### config.mk
export PLATFORM = sky130hd
export DESIGN_NAME = utf8_string_validator
export DESIGN_NICKNAME = d
export VERILOG_FILES = /design/src/rtl/utf8v_pkg.sv /design/src/rtl/utf8v_cfg.sv /design/src/rtl/utf8v_step.sv /design/src/rtl/utf8_string_validator.sv
export SDC_FILE = /design/constraint.sdc
export NUM_CORES = 1
export LEC_CHECK = 0
export BUFFER_PORTS_ARGS = -buffer_cell sky130_fd_sc_hd__buf_2
export CORE_AREA = 10 10 79 81
export CTS_CLUSTER_DIAMETER = 150
export DETAILED_ROUTE_END_ITERATION = 7
export DIE_AREA = 0 0 89 91
export PLACE_DENSITY = 0.8
export SLEW_MARGIN = 20
export SYNTH_ARGS = -nofsm -noshare
export SYNTH_HDL_FRONTEND = slang
export SYNTH_SLANG_ARGS = --single-unit
### constraint.sdc
create_clock -name clk -period 2.1 [get_ports clk]
set_clock_uncertainty 0.1 [all_clocks]
set_input_delay 0.315 -clock clk [delete_from_list [all_inputs] [get_ports clk]]
set_output_delay 0.315 -clock clk [all_outputs]
set_load 0.005 [all_outputs]
### src/rtl/utf8v_pkg.sv
// shared types and constants for the utf-8 string validator
package utf8v_pkg;

  localparam int unsigned CP_W = 21;

  // limits of the code point space
  localparam logic [CP_W-1:0] CP_MAX       = 21'h10FFFF;
  localparam logic [CP_W-1:0] SURR_MASK    = 21'h1FF800;
  localparam logic [CP_W-1:0] SURR_BASE    = 21'h00D800;
  localparam logic [CP_W-1:0] CP2_MIN      = 21'h000080;
  localparam logic [CP_W-1:0] CP2_MAX      = 21'h0007FF;
  localparam logic [CP_W-1:0] CP3_MIN      = 21'h000800;
  localparam logic [CP_W-1:0] CP3_MAX      = 21'h00FFFF;
  localparam logic [CP_W-1:0] CP4_MIN      = 21'h010000;

  // sequence lengths
  localparam logic [2:0] SEQ_NONE = 3'd0;
  localparam logic [2:0] SEQ_LEN2 = 3'd2;
  localparam logic [2:0] SEQ_LEN3 = 3'd3;
  localparam logic [2:0] SEQ_LEN4 = 3'd4;

  // register map
  localparam int unsigned     CFG_AW        = 3;
  localparam logic [CFG_AW-1:0] ADDR_ALLOW_NUL = 3'd0;

  typedef struct packed {
    logic [1:0]      bytes_pending;
    logic [2:0]      sequence_length;
    logic [CP_W-1:0] partial_code_point;
    logic            error_seen;
  } state_t;

endpackage

### src/rtl/utf8v_cfg.sv
// apb-style register block holding allow_nul
module utf8v_cfg (
  input  logic                          clk,
  input  logic                          rst_n,
  input  logic                          cfg_psel,
  input  logic                          cfg_penable,
  input  logic                          cfg_pwrite,
  input  logic [utf8v_pkg::CFG_AW-1:0]  cfg_paddr,
  input  logic [31:0]                   cfg_pwdata,
  output logic [31:0]                   cfg_prdata,
  output logic                          cfg_pready,
  output logic                          allow_nul
);

  logic allow_nul_r;
  logic allow_nul_nxt;
  logic wr_en;

  assign cfg_pready = 1'b1;
  assign wr_en      = cfg_psel && cfg_penable && cfg_pwrite;

  always_comb begin
    allow_nul_nxt = allow_nul_r;
    if (wr_en && (cfg_paddr == utf8v_pkg::ADDR_ALLOW_NUL)) begin
      allow_nul_nxt = cfg_pwdata[0];
    end
  end

  always_ff @(posedge clk) begin
    if (!rst_n) begin
      allow_nul_r <= 1'b0;
    end else begin
      allow_nul_r <= allow_nul_nxt;
    end
  end

  always_comb begin
    cfg_prdata = 32'd0;
    if (cfg_paddr == utf8v_pkg::ADDR_ALLOW_NUL) begin
      cfg_prdata = {31'd0, allow_nul_r};
    end
  end

  assign allow_nul = allow_nul_r;

endmodule

### src/rtl/utf8v_step.sv
// per-byte decode: next parser state and the result for a closing item
module utf8v_step (
  input  utf8v_pkg::state_t  st,
  input  logic               allow_nul,
  input  logic [7:0]         data_byte,
  input  logic               byte_present,
  input  logic               end_of_string,
  output utf8v_pkg::state_t  st_nxt,
  output logic               res_valid,
  output logic               res_string_valid
);

  utf8v_pkg::state_t               work;
  logic [utf8v_pkg::CP_W-1:0]      cp_sh;
  logic [1:0]                      pend_dec;
  logic                            range_bad;
  logic                            len_ok;

  assign cp_sh    = {st.partial_code_point[utf8v_pkg::CP_W-7:0], data_byte[5:0]};
  assign pend_dec = st.bytes_pending - 2'd1;
  assign range_bad = (cp_sh > utf8v_pkg::CP_MAX) ||
                     ((cp_sh & utf8v_pkg::SURR_MASK) == utf8v_pkg::SURR_BASE);

  always_comb begin
    unique case (st.sequence_length)
      utf8v_pkg::SEQ_LEN2: len_ok = ((cp_sh >= utf8v_pkg::CP2_MIN) &&
                                     (cp_sh <= utf8v_pkg::CP2_MAX)) ||
                                    ((cp_sh == '0) && allow_nul);
      utf8v_pkg::SEQ_LEN3: len_ok = (cp_sh >= utf8v_pkg::CP3_MIN) &&
                                    (cp_sh <= utf8v_pkg::CP3_MAX);
      utf8v_pkg::SEQ_LEN4: len_ok = (cp_sh >= utf8v_pkg::CP4_MIN) &&
                                    (cp_sh <= utf8v_pkg::CP_MAX);
      default:             len_ok = 1'b0;
    endcase
  end

  always_comb begin
    work = st;
    if (byte_present) begin
      if (st.bytes_pending == 2'd0) begin
        // lead byte
        priority if (!data_byte[7]) begin
          if ((data_byte == 8'h00) && !allow_nul) begin
            work = '0;
            work.error_seen = 1'b1;
          end
        end else if (data_byte[7:5] == 3'b110) begin
          work.sequence_length    = utf8v_pkg::SEQ_LEN2;
          work.partial_code_point = {16'd0, data_byte[4:0]};
          work.bytes_pending      = 2'd1;
        end else if (data_byte[7:4] == 4'b1110) begin
          work.sequence_length    = utf8v_pkg::SEQ_LEN3;
          work.partial_code_point = {17'd0, data_byte[3:0]};
          work.bytes_pending      = 2'd2;
        end else if (data_byte[7:3] == 5'b11110) begin
          work.sequence_length    = utf8v_pkg::SEQ_LEN4;
          work.partial_code_point = {18'd0, data_byte[2:0]};
          work.bytes_pending      = 2'd3;
        end else begin
          work = '0;
          work.error_seen = 1'b1;
        end
      end else if (data_byte[7:6] != 2'b10) begin
        work = '0;
        work.error_seen = 1'b1;
      end else begin
        work.partial_code_point = cp_sh;
        work.bytes_pending      = pend_dec;
        if (pend_dec == 2'd0) begin
          // sequence complete: range, surrogate and overlong checks
          if (range_bad || !len_ok) begin
            work = '0;
            work.error_seen = 1'b1;
          end else begin
            work.sequence_length    = utf8v_pkg::SEQ_NONE;
            work.partial_code_point = '0;
          end
        end
      end
    end

    res_valid        = !byte_present || end_of_string;
    res_string_valid = !work.error_seen && (work.bytes_pending == 2'd0);
    st_nxt           = work;
    if (res_valid) begin
      st_nxt = '0;
    end
  end

endmodule

### src/rtl/utf8_string_validator.sv
// top level of the streaming utf-8 string validator
//
//  channel | ports                                       | direction
//  --------+---------------------------------------------+----------
//  input   | in_valid/in_ready, data_byte, byte_present, | in
//          | end_of_string                               |
//  result  | out_valid/out_ready, out_string_valid       | out
//  config  | cfg_psel/penable/pwrite/paddr/pwdata/...    | in/out
//
// one item per cycle sustained; an item waits in the input register,
// then the decode updates the parser state and loads the result register
// a closing item's result is loaded into the result register when it leaves the input register
// synchronous active-low reset clears parser state, valids and allow_nul
// a stalled result only holds back items that close a string, and the items behind them
module utf8_string_validator (
  input  logic                          clk,
  input  logic                          rst_n,
  input  logic                          in_valid,
  output logic                          in_ready,
  input  logic [7:0]                    in_data_byte,
  input  logic                          in_byte_present,
  input  logic                          in_end_of_string,
  output logic                          out_valid,
  input  logic                          out_ready,
  output logic                          out_string_valid,
  input  logic                          cfg_psel,
  input  logic                          cfg_penable,
  input  logic                          cfg_pwrite,
  input  logic [utf8v_pkg::CFG_AW-1:0]  cfg_paddr,
  input  logic [31:0]                   cfg_pwdata,
  output logic [31:0]                   cfg_prdata,
  output logic                          cfg_pready
);

  logic              allow_nul;
  logic              s1_valid_r;
  logic [7:0]        s1_byte_r;
  logic              s1_present_r;
  logic              s1_last_r;
  utf8v_pkg::state_t st_r;
  utf8v_pkg::state_t st_nxt;
  logic              res_valid;
  logic              res_string_valid;
  logic              s1_go;
  logic              in_fire;
  logic              out_valid_r;
  logic              out_valid_nxt;
  logic              out_string_valid_r;

  utf8v_cfg u_cfg (
    .clk         (clk),
    .rst_n       (rst_n),
    .cfg_psel    (cfg_psel),
    .cfg_penable (cfg_penable),
    .cfg_pwrite  (cfg_pwrite),
    .cfg_paddr   (cfg_paddr),
    .cfg_pwdata  (cfg_pwdata),
    .cfg_prdata  (cfg_prdata),
    .cfg_pready  (cfg_pready),
    .allow_nul   (allow_nul)
  );

  utf8v_step u_step (
    .st               (st_r),
    .allow_nul        (allow_nul),
    .data_byte        (s1_byte_r),
    .byte_present     (s1_present_r),
    .end_of_string    (s1_last_r),
    .st_nxt           (st_nxt),
    .res_valid        (res_valid),
    .res_string_valid (res_string_valid)
  );

  // item in the input register moves on unless its result would hit a full result slot that out_ready does not empty
  assign s1_go    = s1_valid_r && (!res_valid || !out_valid_r || out_ready);
  assign in_ready = !s1_valid_r || s1_go;
  assign in_fire  = in_valid && in_ready;

  always_comb begin
    out_valid_nxt = out_valid_r;
    if (s1_go && res_valid) begin
      out_valid_nxt = 1'b1;
    end else if (out_ready) begin
      out_valid_nxt = 1'b0;
    end
  end

  always_ff @(posedge clk) begin
    if (!rst_n) begin
      s1_valid_r  <= 1'b0;
      out_valid_r <= 1'b0;
      st_r        <= '0;
    end else begin
      out_valid_r <= out_valid_nxt;
      if (in_ready) begin
        s1_valid_r <= in_valid;
      end
      if (s1_go) begin
        st_r <= st_nxt;
      end
    end
  end

  always_ff @(posedge clk) begin
    if (in_fire) begin
      s1_byte_r    <= in_data_byte;
      s1_present_r <= in_byte_present;
      s1_last_r    <= in_end_of_string;
    end
    if (s1_go && res_valid) begin
      out_string_valid_r <= res_string_valid;
    end
  end

  assign out_valid        = out_valid_r;
  assign out_string_valid = out_string_valid_r;

endmodule
==> flow_summary.toml, run 1 <==
[cells_and_area]
syn_to_final_growth_pct = 20.9
drive_above_1_share = 0.273
multiInputGateArea_sq_mm = 0.00105
final_area_sq_mm = 0.00233
fill_cells = 398
layoutNonFillerInstCount = 310
seqCellArea_sq_um = 813
insertedDiodeCount = 0
finalNetCount = 309

[flow_run]
max_cap_viol_count = 0

[power]
net-switching-power_mw = 0.336
p_leak_nw = 0.919
power_per_cell_area_mw_per_mm2 = 609
p_comb_frac = 0.106
power.ir.vdd_worst_uv = 543
power_frac_seq = 0.510
power.internal_mw = 1.08
switching_share = 0.237
total_power_mw = 1.42
p_clk_frac = 0.384

[global_routing]
grt_remaining_overflow = 0
grt_use_total = 0.101
grt_pass1_vias = 1485
grt_pass1_wl_um = 6620
grt_antenna_before_repair = 0
grt_start_max_net_pins = 28

[die]
rows = 25
initial_utilization = 0.414
pin_count = 88
fp.dieH_um = 91
design.core.area_sq_mm = 0.00466
dieWidth_um = 89
floorplan.die_area_sq_mm = 0.00810

[clock_tree]
cts.htree.levels = 2
ctsRootBufferMaster = "clkbuf_8"
worst_setup_hold_path_clk_slew_ps = 70
postCtsHoldBufs = 0
clk_latency_ps = 290
numCtsBuffers = 5
cts.path.max_buffers = 2
cts.sinks = 35
tritoncts = "built"

[drt]
routed_wl_um = 4650
via_count = 1614
dr.first_iter.drc_count = 119
drc = 0
postRouteAntennaNets = 0
drtPass1Iterations = 4
viasPerCell = 5.21
detail_route.wl_per_cell_um = 15.0

[worst_setup_path]
crit_path_end_kind = "flop"
worst-r2r-setup-slack_ps = -60
start_kind = "flop"
critPathKind = "flop to flop"
timing.critical_path.required_ps = 2220
worst-path-max-fanout = 4
critical_path_arrival_ps = 2280

[sta]
unrepaired_setup_endpoints_after_global_routing = "yes"
setup_ws_ps = -64.1
report.final.slew_viol_count = 0
final_min_period_over_clock_period = 1.03
min_period_ps = 2160
setup_viol_count_final = 2
count_of_final_hold_check_violations = 0
fmax_mhz = 462
holdWs_ps = 99.9

[status]
status = "finished with violations"
violations = "negative setup slack"

[place]
detail_placement_hpwl_um = 3250
dpl-instance-area_sq_mm = 0.00209
buffer_ports.inserted = 24
inst_count_dp = 299
gp_congestion = 0.834

[synth]
syn-instance-count = 214
synth_area_per_cell_sq_um = 9.01
synthFlopType = "dfxtp_1"
yosysUniqueCellTypes = 48
synth_area_leader_cell = "dfxtp_1"
yosys-top-cells-area = "dfxtp_1 (25%), edfxtp_1 (17%), buf_4 (12%), nand2_1 (5.3%), a21boi_1 (5.1%)"
synth-edff-count = 11
synth_register_bits = 35
yosysWarnings = 0
yosys.area.top_type_share = 0.249
synthArstFlopShare = 0
seq_area_frac_synth = 0.421
syn_area_sq_mm = 0.00193

[min_path]
min_path_type = "primary input to flop"
## cell type report
cell class              count  share of cell area
repair buffers             43               0.121
flip-flops and latches     35               0.349
well taps                  54              0.0290
clock buffers               8              0.0435
multi-input cells         165               0.449
inverters                   5             0.00805
## sequential cells by signal, summed over array words and instances, names as in the netlist
register          flops
s1_byte_r             8
s1_last_r             1
u_cfg.allow_nul       1
out_string_valid      1
st_r                 21
s1_valid_r            1
out_valid             1
s1_present_r          1
## power by group through the flow
stage / Sequential (mW) / Combinational, mW / Clock (mW)
6_report: 0.725 / 0.150 / 0.545
3_3_place_gp: 0.738 / 0.120 / 0
4_1_cts: 0.724 / 0.131 / 0.552
5_1_grt: 0.726 / 0.163 / 0.578
2_1_floorplan: 0.741 / 0.113 / 0
3_5_place_dp: 0.739 / 0.123 / 0
## timing repair
item | 4_1_cts | 5_1_grt
resized for setup | 11 | 15
setup buffers | 1 | 1
pin swaps | 11 | 9
setup endpoints to repair | 21 | 21
gates cloned | 0 | 1
## cells in the mapped netlist, types with 4 or more instances
master	n
a21boi_1	13
a21oi_1	4
o211ai_1	4
nand2_1	27
nor2_1	8
clkbuf_1	6
nand3_1	14
o21ai_0	10
edfxtp_1	11
nor3_1	4
inv_1	5
a32o_1	4
dfxtp_1	24
buf_4	32
## logic make-up (layout without fill, tap and decap cells)
logic type      count (synthesis)  after routing  synth area share
simple gates                   80             80             0.221
compound gates                 49             50             0.182
buf+inv                        45             56             0.154
flops                          35             35             0.421
fa+ha+maj                       2              2            0.0130
other cells                     2             32           0.00390
mux                             1              1           0.00519
## worst max-delay path, cell delays in order (launching register included)
cell and delay [ps]:
dfxtp_2 320, or4_4 580, or4_4 450, o21ai_4 160
o2111ai_2 160, a21o_1 200, a21boi_2 120
## through the flow
stage,TNS (ps),setup WS [ps],util
after floorplan,0,6.05,-
after global placement,-410,-93.7,0.448
after detailed placement,-949,-104,0.448
after CTS,-148,-79.5,0.481
after global routing,-421,-150,0.500
final,-124,-64.1,0.500
## routing by layer
| metal | track usage | vias to the layer above | routed length [um] |
|---|---|---|---|
| met4 | 0.0438 | 0 | 109 |
| met3 | 0.0349 | 16 | 432 |
| met5 | 0 | - | 0 |
| li1 | - | 784 | - |
| met2 | 0.178 | 80 | 2340 |
| met1 | 0.104 | 734 | 1770 |
## worst paths after layout
path / endpoint / cells past startpoint / from
worst max-delay path: st_r[25] / 6 / st_r[13]
worst max register to register: st_r[25] / 6 / st_r[13]
worst min-delay path: s1_byte_r[0] / 1 / in_data_byte[0]
worst min register to register: st_r[13] / 2 / st_r[13]
## layout by cell type (no fill, tap or decap), types with 3 or more instances in the layout
| cell type | n |
|---|---|
| conb_1 | 32 |
| nand2_1 | 26 |
| buf_2 | 24 |
| dfxtp_1 | 22 |
| buf_4 | 16 |
| nand3_1 | 14 |
| a21boi_1 | 13 |
| edfxtp_1 | 11 |
| nor2_1 | 7 |
| o21ai_0 | 7 |
| inv_1 | 5 |
| clkbuf_8 | 5 |
| nor3_1 | 4 |
| o211ai_1 | 4 |
| a32o_1 | 4 |
| nand2b_1 | 3 |
| a21oi_1 | 3 |
| and2_1 | 3 |
| or4_4 | 3 |
| o21ai_1 | 3 |
No activity file was read; power rests on OpenSTA's default activity.
==> run 2: changes to the inputs <==
--- a/config.mk
+++ b/config.mk
@@ -6,11 +6,11 @@
 export NUM_CORES = 1
 export LEC_CHECK = 0
 export BUFFER_PORTS_ARGS = -buffer_cell sky130_fd_sc_hd__buf_2
-export CORE_AREA = 10 10 79 81
+export CORE_AREA = 10 10 76 78
 export CTS_CLUSTER_DIAMETER = 150
 export DETAILED_ROUTE_END_ITERATION = 7
-export DIE_AREA = 0 0 89 91
-export PLACE_DENSITY = 0.8
+export DIE_AREA = 0 0 86 88
+export PLACE_DENSITY = 0.83
 export SLEW_MARGIN = 20
 export SYNTH_ARGS = -nofsm -noshare
 export SYNTH_HDL_FRONTEND = slang
==> constraint.sdc (replaced) <==
create_clock -name clk -period 2.4 [get_ports clk]
set_clock_uncertainty 0.1 [all_clocks]
set_input_delay 0.36 -clock clk [delete_from_list [all_inputs] [get_ports clk]]
set_output_delay 0.36 -clock clk [all_outputs]
set_load 0.005 [all_outputs]
==> flow_summary.toml, run 2 (synthesis results as in run 1) <==
[power]
power_per_cell_area_mw_per_mm2 = 550
p_leak_nw = 0.829
power.ir.vdd_worst_uv = 424

[cells_and_area]
most_flops_register = "st_r"
insertedDiodeCount = 0
finalNetCount = 297
syn_to_final_growth_pct = 8.50
layout_common_cells = "conb_1 (32), nand2_1 (27), buf_2 (24), dfxtp_1 (24), nand3_1 (14)"
largest_register_ffs = 21
layout.cells.most_common = "conb_1"
final_area_sq_mm = 0.00209
reg.largest.list = "st_r x21, s1_byte_r x8"
drive_above_1_share = 0.189

[sta]
unrepaired_setup_endpoints_after_global_routing = "no"
max_slew.worst_pin.slew_ps = 673
setup_viol_count_final = 0
tns_ps = 0
max-slew-margin-rel = 0.551
fmax_mhz = 447
final_min_period_over_clock_period = 0.933
min_period_ps = 2240
report.final.slew_viol_count = 0
count_of_final_hold_check_violations = 0

[drt]
met2_wirelength_um = 1950
routed_wl_um = 4080
detailed_route_wire_length_on_metal_1_um = 1590
met3RoutedLength_um = 415
detail_route.wl_per_cell_um = 13.8
drc = 0
highest_layer = "met4"
dr.first_iter.drc_count = 50
postRouteAntennaNets = 0
via_count = 1524
viasPerCell = 5.15
drtPass1Iterations = 4

[die]
rows = 24
initial_utilization = 0.449
design.core.area_sq_mm = 0.00429
floorplan.die_area_sq_mm = 0.00757
pin_count = 88
dieWidth_um = 86
fp.dieH_um = 88

[clock_tree]
ctsRootBufferMaster = "clkbuf_8"
numCtsBuffers = 5
post_cts.repair.setup_buffers = 0
cts.path.max_buffers = 2
clk_latency_ps = 290
worst_setup_hold_path_clk_slew_ps = 70
postCtsHoldBufs = 0
cts.repair.resized = 0
tritoncts = "built"
cts.sinks = 35
cts.htree.levels = 2

[min_path]
min-delay-start = "in_data_byte[0]"
min_path_type = "primary input to flop"
min_path_cells = 1

[place]
dpl-instance-area_sq_mm = 0.00201
detail_placement_hpwl_um = 3110
gp_congestion = 0.837
buffer_ports.inserted = 24

[global_routing]
grt_antenna_before_repair = 0
grt_pass1_wl_um = 6630
grt_use_total = 0.107
grt_start_max_net_pins = 28
grt_pass1_vias = 1463
grt_remaining_overflow = 0

[worst_setup_path]
worst_r2r_path_depth = 6
start_kind = "flop"
critical_path_arrival_ps = 2190
worst-path-max-fanout = 3
critPathLaunch = "s1_byte_r[1]"
crit_path_end_kind = "flop"
critical_path.reg2reg.startpoint = "s1_byte_r[1]"
timing.critical_path.required_ps = 2350
critPathKind = "flop to flop"

[status]
status = "finished, final reports clean"

[flow_run]
max_cap_viol_count = 0
[run 2: critical path, stage by stage (launching register included)]
cell	delay (ps)
edfxtp_1	410
or4b_2	640
o21ai_0	280
and4b_1	270
o2111ai_1	140
nand4b_1	130
nor2_1	40
[run 2: final timing paths]
check	endpoint	slack (ps)
worst max-delay path	out_string_valid	160
worst max register to register	out_string_valid	160
worst min-delay path	s1_byte_r[0]	140
worst min register to register	st_r[14]	360
[run 2: cell type report]
class | instances | area (sq um)
fill | 404 | 2200
multi-input combinational | 164 | 932
sequential | 35 | 811
timing repair buffer | 32 | 180
clock buffer | 6 | 72.6
tap | 52 | 65.1
inverter | 5 | 18.8
clock inverter | 2 | 12.5
[run 2: layer usage]
| metal | GRT usage | vias to the layer above |
|---|---|---|
| li1 | - | 759 |
| met1 | 0.105 | 694 |
| met2 | 0.178 | 62 |
| met3 | 0.0576 | 9 |
| met4 | 0.0629 | 0 |
| met5 | 0 | - |
[run 2: where the power goes]
group          switching (mW)  internal [mW]  leakage [nW]  total, mW
Clock                   0.210          0.203        0.0428      0.413
Sequential            0.00937          0.626         0.301      0.635
Combinational          0.0631         0.0399         0.485      0.103
[run 2: stage by stage]
step           power (mW)  worst slack (ps)   util  hold slack, ps  cells
6_report             1.15               161  0.487             141    296
2_1_floorplan       0.747               306      -             330    244
3_5_place_dp        0.747               185  0.467             350    288
3_3_place_gp        0.744               203  0.467             339    288
4_1_cts              1.16               162  0.487             135    296
5_1_grt              1.21              42.0  0.487             129    296
==> run 3: changes to the inputs <==
--- a/config.mk
+++ b/config.mk
@@ -10,7 +10,8 @@
 export CTS_CLUSTER_DIAMETER = 150
 export DETAILED_ROUTE_END_ITERATION = 7
 export DIE_AREA = 0 0 86 88
-export PLACE_DENSITY = 0.83
+export MAX_ROUTING_LAYER = met4
+export PLACE_DENSITY = 0.77
 export SLEW_MARGIN = 20
 export SYNTH_ARGS = -nofsm -noshare
 export SYNTH_HDL_FRONTEND = slang
==> flow_summary.toml, run 3 (synthesis results as in run 1) <==
[status]
status = "finished, final reports clean"

[clock_tree]
cts.repair.resized = 0
cts.sinks = 35
cts.htree.levels = 2
cts.path.max_buffers = 2
post_cts.repair.setup_buffers = 0
numCtsBuffers = 5
clk_latency_ps = 290
postCtsHoldBufs = 0
worst_setup_hold_path_clk_slew_ps = 70
ctsRootBufferMaster = "clkbuf_8"
tritoncts = "built"

[sta]
max_slew.worst_pin.slew_ps = 912
setup_ws_ps = 162
tns_ps = 0
setup_viol_count_final = 0
unrepaired_setup_endpoints_after_global_routing = "no"
min_period_ps = 2240
report.final.slew_viol_count = 0
holdWs_ps = 145
max-slew-margin-rel = 0.391
fmax_mhz = 447
final_min_period_over_clock_period = 0.933
count_of_final_hold_check_violations = 0

[worst_setup_path]
critical_path.slowest_cell = "or4_4"
critPathKind = "flop to flop"
worst-path-max-fanout = 5
critical_path.reg2reg.startpoint = "st_r[11]"
critical_path.reg2reg.endpoint = "out_string_valid"
critical_path_arrival_ps = 2190
worst_r2r_path_depth = 6
start_kind = "flop"
worst-path-buf-inv = 0
worst-r2r-setup-slack_ps = 160
worst_path_dominant_cell_family = "compound AO/OA/AOI/OAI gates"
crit_path_end_kind = "flop"
worst_path_cell_trace = "or4_4 > a2111oi_0 > o31a_2 > o2111ai_1 > nand4b_1 > nor2_1"
timing.critical_path.required_ps = 2350
slowest_delay_ps = 570

[global_routing]
grt_start_max_net_pins = 28
grt_use_met3 = 0.0511
grt_util_met1 = 0.110
met2_usage = 0.177
grt_use_total = 0.109
grt_antenna_before_repair = 0
grt_pass1_wl_um = 6470
grt_remaining_overflow = 0
grt_pass1_vias = 1436
gr-max-usage-layer = "met2"

[cells_and_area]
reg.largest.list = "st_r x21, s1_byte_r x8"
final_util = 0.490
largest_register_ffs = 21
syn_to_final_growth_pct = 9.21
finalNetCount = 299
fill_cells = 412
drive_above_1_share = 0.199
layoutNonFillerInstCount = 298
layout_common_cells = "conb_1 (32), nand2_1 (27), buf_2 (24), dfxtp_1 (24), nand3_1 (14)"
most_flops_register = "st_r"
layout.cells.most_common = "conb_1"
final_area_sq_mm = 0.00211
insertedDiodeCount = 0

[min_path]
min-delay-start = "in_data_byte[7]"
min_path_type = "primary input to flop"
hold_path_end = "s1_byte_r[7]"
min_path_cells = 1

[die]
floorplan.die_area_sq_mm = 0.00757
fp.dieH_um = 88
design.core.area_sq_mm = 0.00429
dieWidth_um = 86
initial_utilization = 0.449
rows = 24
pin_count = 88

[drt]
via_count = 1502
viasPerCell = 5.04
drtPass1Iterations = 4
postRouteAntennaNets = 0
detail_route.wl_per_cell_um = 13.6
dr.first_iter.drc_count = 95
drc = 0
routed_wl_um = 4050

[place]
dpl-instance-area_sq_mm = 0.00202
detail_placement_hpwl_um = 3160
gp_congestion = 0.849
dp_slack_ps = 184
inst_count_dp = 290
buffer_ports.inserted = 24

[flow_run]
max_cap_viol_count = 0

[power]
power_per_cell_area_mw_per_mm2 = 547
power.ir.vdd_worst_uv = 402
total_power_mw = 1.15
p_leak_nw = 0.840
[run 3: cell types whose count changed in the layout (fill, tap and decap cells not counted)]
cell      previous run  this run
clkinv_2             0         1
buf_4                8        10
inv_4                0         1
clkinv_4             1         0
clkinv_1             1         0
[run 3: area by class of cell]
class	instances	area (sq um)	share of cell area
timing repair buffer	34	195	0.0927
clock buffer	6	72.6	0.0345
tap	52	65.1	0.0309
sequential	35	811	0.385
inverter	5	18.8	0.00891
multi-input combinational	164	932	0.443
clock inverter	2	11.3	0.00535
[run 3: worst max-delay path by stage]
stage,start,end,cells after the start
after floorplan,st_r[11],out_string_valid,6
after global placement,s1_byte_r[1],out_string_valid,6
after detailed placement,st_r[11],out_string_valid,6
after CTS,st_r[11],out_string_valid,6
after global routing,st_r[25],st_r[4],7
final,st_r[11],out_string_valid,6
[run 3: per-layer routing]
layer,vias to the layer above,share of wire
met5,-,0
met2,63,0.46
met4,0,0.013
met1,673,0.42
met3,5,0.11
li1,761,-
[run 3: where the power goes]
group / switching [mW] / internal (mW) / leakage [nW]
Combinational: 0.0633 / 0.0413 / 0.494
Clock: 0.210 / 0.203 / 0.0455
Sequential: 0.00895 / 0.626 / 0.301
